==> config.mk <==
export PLATFORM = sky130hd
export DESIGN_NAME = command_frame_parser_flat
export DESIGN_NICKNAME = d
export VERILOG_FILES = /design/src/sv/cfp_pkg.sv /design/src/sv/cfp_if.sv /design/src/sv/command_frame_parser.sv /design/src/flat_wrapper.sv
export SDC_FILE = /design/constraint.sdc
export NUM_CORES = 1
export LEC_CHECK = 0
export ABC_AREA = 1
export BUFFER_PORTS_ARGS = -buffer_cell sky130_fd_sc_hd__buf_2
export CORE_ASPECT_RATIO = 0.5
export CORE_UTILIZATION = 40
export CTS_CLUSTER_DIAMETER = 80
export CTS_CLUSTER_SIZE = 20
export DETAILED_ROUTE_END_ITERATION = 8
export PLACE_DENSITY = 0.66
export SYNTH_ARGS = -nofsm -noshare
export SYNTH_HDL_FRONTEND = slang
export SYNTH_SLANG_ARGS = --single-unit
export TNS_END_PERCENT = 50
==> constraint.sdc <==
create_clock -name clock -period 2.05 [get_ports clock]
set_clock_uncertainty 0.15 [all_clocks]
set_input_delay 0.205 -clock clock [delete_from_list [all_inputs] [get_ports clock]]
set_output_delay 0.205 -clock clock [all_outputs]
set_load 0.01 [all_outputs]
==> src/sv/cfp_pkg.sv <==
package cfp_pkg;

   localparam int unsigned BYTE_W  = 8;
   localparam int unsigned LEVEL_W = 10;
   localparam int unsigned CODE_W  = 2;

   localparam logic [LEVEL_W-1:0] SETPOINT_START = LEVEL_W'(512);
   localparam logic [LEVEL_W-1:0] LEVEL_START    = LEVEL_W'(512);
   localparam logic [LEVEL_W-1:0] LEVEL_MAX      = '1;
   localparam logic [LEVEL_W-1:0] LEVEL_ZERO     = '0;

   localparam logic [BYTE_W-1:0] LETTER_F    = 8'h46;
   localparam logic [BYTE_W-1:0] LETTER_B    = 8'h42;
   localparam logic [BYTE_W-1:0] LETTER_T    = 8'h54;
   localparam logic [BYTE_W-1:0] LETTER_D    = 8'h44;
   localparam logic [BYTE_W-1:0] MARKER_BYTE = 8'hAA;
   localparam logic [BYTE_W-1:0] STOP_BYTE   = 8'h53;

   typedef enum logic [CODE_W-1:0] {
      CMD_FORWARD  = 2'd0,
      CMD_BACKWARD = 2'd1,
      CMD_SETPOINT = 2'd2,
      CMD_DEADZONE = 2'd3
   } cmd_type;

   typedef enum logic [2:0] {
      POS_IDLE   = 3'd0,
      POS_MARKER = 3'd1,
      POS_LOW    = 3'd2,
      POS_HIGH   = 3'd3,
      POS_STOP   = 3'd4
   } pos_type;

endpackage

==> src/sv/cfp_if.sv <==
interface cfp_req_if import cfp_pkg::*; ();
   logic              valid;
   logic              ready;
   logic [BYTE_W-1:0] rx_byte;

   modport source (output valid, output rx_byte, input ready);
   modport sink   (input valid, input rx_byte, output ready);
endinterface

interface cfp_rsp_if import cfp_pkg::*; ();
   logic               valid;
   logic               ready;
   logic [CODE_W-1:0]  command_code;
   logic [LEVEL_W-1:0] forward_level;
   logic [LEVEL_W-1:0] backward_level;
   logic [LEVEL_W-1:0] setpoint_level;
   logic [LEVEL_W-1:0] deadzone_level;

   modport source (output valid, output command_code, output forward_level,
                   output backward_level, output setpoint_level,
                   output deadzone_level, input ready);
   modport sink   (input valid, input command_code, input forward_level,
                   input backward_level, input setpoint_level,
                   input deadzone_level, output ready);
endinterface

==> src/sv/command_frame_parser.sv <==
// command frame parser
//
// req_chan carries received bytes, one per item, in arrival order. a frame
// is a command letter (F, B, T or D), marker 0xAA, value low byte, value
// high byte (low 2 bits used) and stop byte 'S'. bytes that are not a
// command letter are dropped while waiting; once a letter is seen the next
// four bytes always belong to the frame.
// rsp_chan carries one item per good frame: the command code and the four
// levels after the frame is applied. bad frames give no item.
// the item appears in the cycle after the stop byte is accepted.
// throughput: one byte per cycle unless stalled; frame state and levels
// are updated in a single pass of next-state logic from the accepted byte.
// the levels themselves are the result register: they change only at the
// end of a good frame, which needs the result slot to be free.
// reset: waits for a command letter, forward, backward and deadzone at 512,
// setpoint at SETPOINT_START, no result pending.
// stall: while a result waits, req_ready follows rsp_ready, so a stalled
// receiver holds the byte stream back without losing anything.
module command_frame_parser import cfp_pkg::*; (
   input  logic     clock,
   input  logic     reset,
   cfp_req_if.sink  req_chan,
   cfp_rsp_if.source rsp_chan
);

   // frame state
   pos_type              pos_ff, pos_in;
   cmd_type              cmd_ff, cmd_in;
   logic                 marker_ok_ff, marker_ok_in;
   logic [BYTE_W-1:0]    low_ff, low_in;
   logic [1:0]           high_ff, high_in;

   // levels, also the result payload
   logic [LEVEL_W-1:0]   fwd_ff, fwd_in;
   logic [LEVEL_W-1:0]   bwd_ff, bwd_in;
   logic [LEVEL_W-1:0]   set_ff, set_in;
   logic [LEVEL_W-1:0]   dz_ff, dz_in;

   // result slot
   logic                 rsp_valid_ff, rsp_valid_in;
   cmd_type              rsp_cmd_ff, rsp_cmd_in;

   logic                 accept;
   logic [BYTE_W-1:0]    rx;
   logic                 is_letter;
   cmd_type              letter_cmd;
   logic                 frame_done;
   logic [LEVEL_W-1:0]   value;

   // slot frees when empty or taken this cycle
   assign req_chan.ready = !rsp_valid_ff || rsp_chan.ready;
   assign accept         = req_chan.valid && req_chan.ready;
   assign rx             = req_chan.rx_byte;
   assign value          = {high_ff, low_ff};

   always_comb begin
      is_letter  = 1'b1;
      letter_cmd = CMD_FORWARD;
      case (rx)
         LETTER_F: letter_cmd = CMD_FORWARD;
         LETTER_B: letter_cmd = CMD_BACKWARD;
         LETTER_T: letter_cmd = CMD_SETPOINT;
         LETTER_D: letter_cmd = CMD_DEADZONE;
         default:  is_letter  = 1'b0;
      endcase
   end

   assign frame_done = accept && (pos_ff == POS_STOP) && marker_ok_ff && (rx == STOP_BYTE);

   // next frame position
   always_comb begin
      pos_in = pos_ff;
      if (accept) begin
         case (pos_ff)
            POS_MARKER: pos_in = POS_LOW;
            POS_LOW:    pos_in = POS_HIGH;
            POS_HIGH:   pos_in = POS_STOP;
            POS_STOP:   pos_in = POS_IDLE;
            default:    pos_in = is_letter ? POS_MARKER : POS_IDLE;
         endcase
      end
   end

   // frame data, levels and result slot
   always_comb begin
      cmd_in       = cmd_ff;
      marker_ok_in = marker_ok_ff;
      low_in       = low_ff;
      high_in      = high_ff;
      fwd_in       = fwd_ff;
      bwd_in       = bwd_ff;
      set_in       = set_ff;
      dz_in        = dz_ff;
      rsp_cmd_in   = rsp_cmd_ff;
      rsp_valid_in = rsp_valid_ff && !rsp_chan.ready;

      if (accept) begin
         case (pos_ff)
            POS_MARKER: marker_ok_in = (rx == MARKER_BYTE);
            POS_LOW:    low_in       = rx;
            POS_HIGH:   high_in      = rx[1:0];
            POS_STOP:   ;
            default: begin
               if (is_letter) begin
                  cmd_in       = letter_cmd;
                  marker_ok_in = 1'b0;
               end
            end
         endcase
      end

      if (frame_done) begin
         rsp_valid_in = 1'b1;
         rsp_cmd_in   = cmd_ff;
         case (cmd_ff)
            CMD_FORWARD: begin
               fwd_in = value;
               dz_in  = LEVEL_ZERO;
               bwd_in = LEVEL_MAX;
            end
            CMD_BACKWARD: begin
               bwd_in = value;
               dz_in  = LEVEL_ZERO;
               fwd_in = LEVEL_ZERO;
            end
            CMD_SETPOINT: begin
               set_in = value;
            end
            default: begin
               dz_in  = value;
               fwd_in = LEVEL_ZERO;
               bwd_in = LEVEL_MAX;
            end
         endcase
      end
   end

   always_ff @(posedge clock) begin
      if (reset) begin
         pos_ff       <= POS_IDLE;
         cmd_ff       <= CMD_FORWARD;
         marker_ok_ff <= 1'b0;
         low_ff       <= '0;
         high_ff      <= '0;
         fwd_ff       <= LEVEL_START;
         bwd_ff       <= LEVEL_START;
         set_ff       <= SETPOINT_START;
         dz_ff        <= LEVEL_START;
         rsp_valid_ff <= 1'b0;
         rsp_cmd_ff   <= CMD_FORWARD;
      end else begin
         pos_ff       <= pos_in;
         cmd_ff       <= cmd_in;
         marker_ok_ff <= marker_ok_in;
         low_ff       <= low_in;
         high_ff      <= high_in;
         fwd_ff       <= fwd_in;
         bwd_ff       <= bwd_in;
         set_ff       <= set_in;
         dz_ff        <= dz_in;
         rsp_valid_ff <= rsp_valid_in;
         rsp_cmd_ff   <= rsp_cmd_in;
      end
   end

   assign rsp_chan.valid          = rsp_valid_ff;
   assign rsp_chan.command_code   = rsp_cmd_ff;
   assign rsp_chan.forward_level  = fwd_ff;
   assign rsp_chan.backward_level = bwd_ff;
   assign rsp_chan.setpoint_level = set_ff;
   assign rsp_chan.deadzone_level = dz_ff;

endmodule

==> src/flat_wrapper.sv <==
// flat-port wrapper written by rule: the top's interface ports become plain ports
module command_frame_parser_flat import cfp_pkg::*;
  (clock, reset, req_chan_valid, req_chan_rx_byte, req_chan_ready, rsp_chan_valid, rsp_chan_command_code, rsp_chan_forward_level, rsp_chan_backward_level, rsp_chan_setpoint_level, rsp_chan_deadzone_level, rsp_chan_ready);
  cfp_req_if req_chan_i ();
  cfp_rsp_if rsp_chan_i ();
  input  logic clock;
  input  logic reset;
  input wire logic [$bits(req_chan_i.valid)-1:0] req_chan_valid;
  input wire logic [$bits(req_chan_i.rx_byte)-1:0] req_chan_rx_byte;
  output wire logic [$bits(req_chan_i.ready)-1:0] req_chan_ready;
  output wire logic [$bits(rsp_chan_i.valid)-1:0] rsp_chan_valid;
  output wire logic [$bits(rsp_chan_i.command_code)-1:0] rsp_chan_command_code;
  output wire logic [$bits(rsp_chan_i.forward_level)-1:0] rsp_chan_forward_level;
  output wire logic [$bits(rsp_chan_i.backward_level)-1:0] rsp_chan_backward_level;
  output wire logic [$bits(rsp_chan_i.setpoint_level)-1:0] rsp_chan_setpoint_level;
  output wire logic [$bits(rsp_chan_i.deadzone_level)-1:0] rsp_chan_deadzone_level;
  input wire logic [$bits(rsp_chan_i.ready)-1:0] rsp_chan_ready;
  assign req_chan_i.valid = req_chan_valid;
  assign req_chan_i.rx_byte = req_chan_rx_byte;
  assign req_chan_ready = req_chan_i.ready;
  assign rsp_chan_valid = rsp_chan_i.valid;
  assign rsp_chan_command_code = rsp_chan_i.command_code;
  assign rsp_chan_forward_level = rsp_chan_i.forward_level;
  assign rsp_chan_backward_level = rsp_chan_i.backward_level;
  assign rsp_chan_setpoint_level = rsp_chan_i.setpoint_level;
  assign rsp_chan_deadzone_level = rsp_chan_i.deadzone_level;
  assign rsp_chan_i.ready = rsp_chan_ready;
  command_frame_parser u_core (.clock(clock), .reset(reset), .req_chan(req_chan_i), .rsp_chan(rsp_chan_i));
endmodule
Word level (Yosys, flattened, before mapping) --
Index checks and enable logic that the tools add are counted.
Operators by class: mux-type cells 10, shift-type cells 0, divide/modulo/power cells 0, bitwise logic cells 3, $mul 0, eq/ne operators 12, reductions and logical operators 20, magnitude comparators 0, $add $sub $neg 0
Operators by type and width (number):
- $pmux 10 s2 | 3
- $eq 8x7->1 const B | 5
- $pmux 3 s4 | 1
- $eq 8x8->1 const B | 1
- $reduce_and 2->1 | 4
- $reduce_or 4->1 | 2
- $eq 3x2->1 const B | 2
- $pmux 2 s3 | 1
- $reduce_and 3->1 | 2
- $logic_and 1x1->1 | 5
- $mux 1 | 4
- $eq 3x1->1 const B | 1
- $eq 3x3->1 const B | 1
- $not 1->1 | 3
- $reduce_or 3->1 | 1
- $eq 2x1->1 const B | 1
- $eq 2x2->1 const B | 1
- $logic_not 1->1 | 2
- $logic_not 2->1 | 1
- $pmux 1 s2 | 1
- $reduce_bool 2->1 | 1
- $reduce_or 2->1 | 1
- $logic_or 1x1->1 | 1
Storage, ports and cells: RAM bits 0, memories kept 0, bits in latches 0, register bits 59, ROM bits 0

Depth between registers and ports, before layout --
word-level depth 7, mapped depth 10, depth with buffers taken out 9

Worst setup path before layout --
No wires, ideal clock.
path kind register to register, from reg u_core.rsp_valid_ff (netlist: u_core.rsp_chan.valid), to reg u_core.set_ff[0] (netlist: u_core.rsp_chan.setpoint_level[0]), stages on the path, launching flop included 8, arrival time 1.162 ns, required time 1.768 ns, library setup time 0.132 ns, clock period less this slack 1.444 ns, path slack 0.606 ns, cells stage by stage dfxtp_1 -> nand2_2 -> nand2_1 -> buf_4 -> nor2_1 -> nand4_2 -> nand2_1 -> a21oi_1
Between the ends: cells in the longest elaborated chain, start to end 7
Ends and longest elaborated chain:
- start: declaration | line command_frame_parser.sv:40 | logic rsp_valid_ff, rsp_valid_in;
- start signal: assignment | line command_frame_parser.sv:161 | rsp_valid_ff <= rsp_valid_in;
- $logic_not 1->1 | line command_frame_parser.sv:51 | assign req_chan.ready = !rsp_valid_ff || rsp_chan.ready;
- $logic_or 1x1->1 | line command_frame_parser.sv:51
- net req_chan_ready | line flat_wrapper.sv:10 | output wire logic [$bits(req_chan_i.ready)-1:0] req_chan_ready;
- $logic_and 1x1->1 | line command_frame_parser.sv:52 | assign accept = req_chan.valid && req_chan.ready;
- $logic_and 1x1->1 (3 in series) | line command_frame_parser.sv:68 | assign frame_done = accept && (pos_ff == POS_STOP) && marker_ok_ff && (rx == STOP_BYTE);
- $reduce_and 2->1 (no source line)
- end signal: assignment | line command_frame_parser.sv:159 | set_ff <= set_in;
- end: declaration | line command_frame_parser.sv:36 | logic [LEVEL_W-1:0] set_ff, set_in;
The timed path passes the listed nets, and every way through them passes these cells. A chain may end at the register's enable or synchronous reset.

Final worst setup path --
from reg u_core.rsp_valid_ff (netlist: u_core.rsp_chan.valid), to reg u_core.bwd_ff[5] (netlist: u_core.rsp_chan.backward_level[5])
Between the ends: cells in the longest elaborated chain, start to end 7
Ends and longest elaborated chain:
- $logic_not 1->1 | line command_frame_parser.sv:51
- $logic_or 1x1->1 | line command_frame_parser.sv:51
- $logic_and 1x1->1 | line command_frame_parser.sv:52
- $logic_and 1x1->1 (3 in series) | line command_frame_parser.sv:68
- $reduce_and 2->1 (no source line)
- end signal: assignment | line command_frame_parser.sv:158 | bwd_ff <= bwd_in;
- end: declaration | line command_frame_parser.sv:35 | logic [LEVEL_W-1:0] bwd_ff, bwd_in;
No other way between the ends.

==> results.toml <==
[synthesis]
synth_area_leaders = "dfxtp_1 (46%), nand2_1 (12%), a21oi_1 (8.0%)"
syn_avg_cell_area_sq_um = 7.111
async_reset_ff_share_pct = 0
yosysWarnings = 0
synth_nets = 372
ys_types = 24
synth_top_cell_by_area = "dfxtp_1"
synth_edf_count = 0
ys.flop_type = "dfxtp_1"
syn_inst = 360
ys_ff_latch = 59
seq_area_frac_synth_pct = 46.14
yosysTopAreaCellShare_pct = 46.14
netlist_area_sq_mm = 0.002560

[routing]
drc = 0
wl_mm = 6.723
vias = 2517
drtIter0Drc = 192
routedWlPerCell_um = 13.16
firstDrtPassIters = 5
vias_per_cell = 4.926
ant_nets = 0

[global_routing]
grt_pass1_wl_mm = 10.86
antenna_found_initial = 0
grt_usage_pct = 21.67
grt_util_met2_pct = 31.24
grtUsageMet1_pct = 30.53
grt_max_degree = 35
overflow = 0
grt-busiest-layer = "met2"
grt_pass1_vias = 2242
grtUsageMet3_pct = 6.694

[sta]
worst_slack_ns = 0.3390
drv_slew = 0
max_slew.worst_pin.slew_ns = 0.6480
setup_viol = 0
whs_ns = 0.01526
fmax_mhz = 584.4
finalCritPeriodShare_pct = 83.47
hold_viol_final = 0
slew_headroom_pct = 56.75
setup_tns_ns = 0
fin_crit_ns = 1.711
rsz0062_at_grt = "false"

[worst_setup_path]
crit_type = "flop to flop"
cp.arrival_ns = 1.78
startpoint_type = "flop"
cp_max_fo = 33
crit_path_end_kind = "flop"
worst_ep_required_time_ns = 2.12

[cells_and_area]
fin_nets = 430
fin_area_sq_mm = 0.003228
drive_gt1_share_pct = 22.93
syn_to_final_growth_pct = 26.10
diodes = 0

[floorplan]
design.die.area_sq_mm = 0.006743
start_util_pct = 41.76
die_height_um = 58.57
die_w_um = 115.1
rows = 20
core_sq_mm = 0.006131
ioPinCount = 56

[clock_network]
clk_latency_ns = 0.33
cts_sinks = 59
post_cts_resized = 0
clock_path_buffers = 2
cts_buffers = 9
cts_max_level = 3
cts_setup_buffers = 0
cts_tree = "built"
cts_root_buf = "clkbuf_16"
clk_pin_slew_ns = 0.05
ctsHoldBuffers = 0

[placed_design]
hpwl_mm = 4.568
dpl_cell_area_sq_mm = 0.002933
gp_congestion = 0.8640
io_buffers = 55
dp_worst_setup_slack_ns = 0.2530

[pwr]
power.leakage_nw = 1.500
p_per_area_mw_per_mm2 = 852.3
irDropWorstVdd_uv = 361.7

[run_status]
outcome = "finished, final reports clean"

[run]
max-cap-violations = 0

[worst_hold_path]
hold_path_class = "primary input to flop"
-- layout make-up --
type | instances | area, sq um
timing repair buffer | 65 | 362.8
multi-input combinational | 243 | 1129
inverter | 40 | 150.1
fill | 638 | 2903
sequential | 59 | 1181
clock buffer | 11 | 242.7
tap | 88 | 110.1
clock inverter | 5 | 52.55
-- critical path, cell delays in order (launching register included) --
cell,delay (ns)
dfxtp_1,0.33
nand2_2,0.09
nand2_1,0.09
nor2_2,0.20
nand3_2,0.25
buf_12,0.25
nor3_1,0.18
nor2_1,0.06
-- per-layer routing --
layer  part of all wire, %  vias up
met1                    49     1136
met2                    42       88
met3                   7.6        8
met5                     0        -
met4                   1.3        0
li1                      -     1285
-- registers in the layout, indices dropped and copies added (netlist names) --
name,cells
u_core.rsp_chan.backward_level,10
u_core.high_ff,2
u_core.rsp_chan.deadzone_level,10
u_core.low_ff,8
u_core.rsp_chan.setpoint_level,10
u_core.rsp_chan.command_code,2
u_core.rsp_chan.forward_level,10
u_core.pos_ff,3
u_core.cmd_ff,2
u_core.rsp_chan.valid,1
u_core.marker_ok_ff,1
-- through the flow --
stage               utilization, %  total power [mW]  std cells
finish                       52.65             2.751        511
global placement             47.84             1.308        495
CTS                          52.65             2.777        511
floorplan                        -             1.264        360
detailed placement           47.84             1.308        495
global route                 52.65             2.845        511
-- synth_stat cells (all sizes together) (8+ instances only) --
cell type and n:
dfxtp 59, nand4 11, clkbuf 8, inv 39
buf 10, o21ai 14, nand2 87, nand3 34
a21oi 41, nor2 38, nor3 13
-- where the power goes --
part,switching (mW),internal [mW]
Sequential,0.0219,1.16
Clock,0.500,0.965
Combinational,0.0714,0.0326
-- placed cells by master (no fill, tap or decap), drive strengths merged, types with 13 or more instances in the layout --
| cell | instances |
|---|---|
| nand2 | 87 |
| buf | 65 |
| dfxtp | 59 |
| a21oi | 41 |
| inv | 39 |
| nor2 | 38 |
| nand3 | 34 |
| o21ai | 14 |
| nor3 | 13 |
-- cells by family (layout without fill, tap and decap cells) --
logic type      count (synthesis)  count (layout)  share of synthesized area (%)
buf+inv                        58             121                          9.775
compound gates                 58              58                          11.73
simple gates                  185             185                          32.36
flops                          59              59                          46.14
-- worst paths after layout --
path / from / end / slack [ns] / depth (start not counted)
worst min register to register: u_core.rsp_chan.setpoint_level[2] / u_core.rsp_chan.setpoint_level[2] / 0.31 / 2
worst max-delay path: u_core.rsp_chan.valid / u_core.rsp_chan.backward_level[5] / 0.34 / 7
worst min-delay path: req_chan_rx_byte[7] / u_core.low_ff[7] / 0.02 / 3
worst max register to register: u_core.rsp_chan.valid / u_core.rsp_chan.backward_level[5] / 0.34 / 7
No activity file was read; power rests on OpenSTA's default activity.
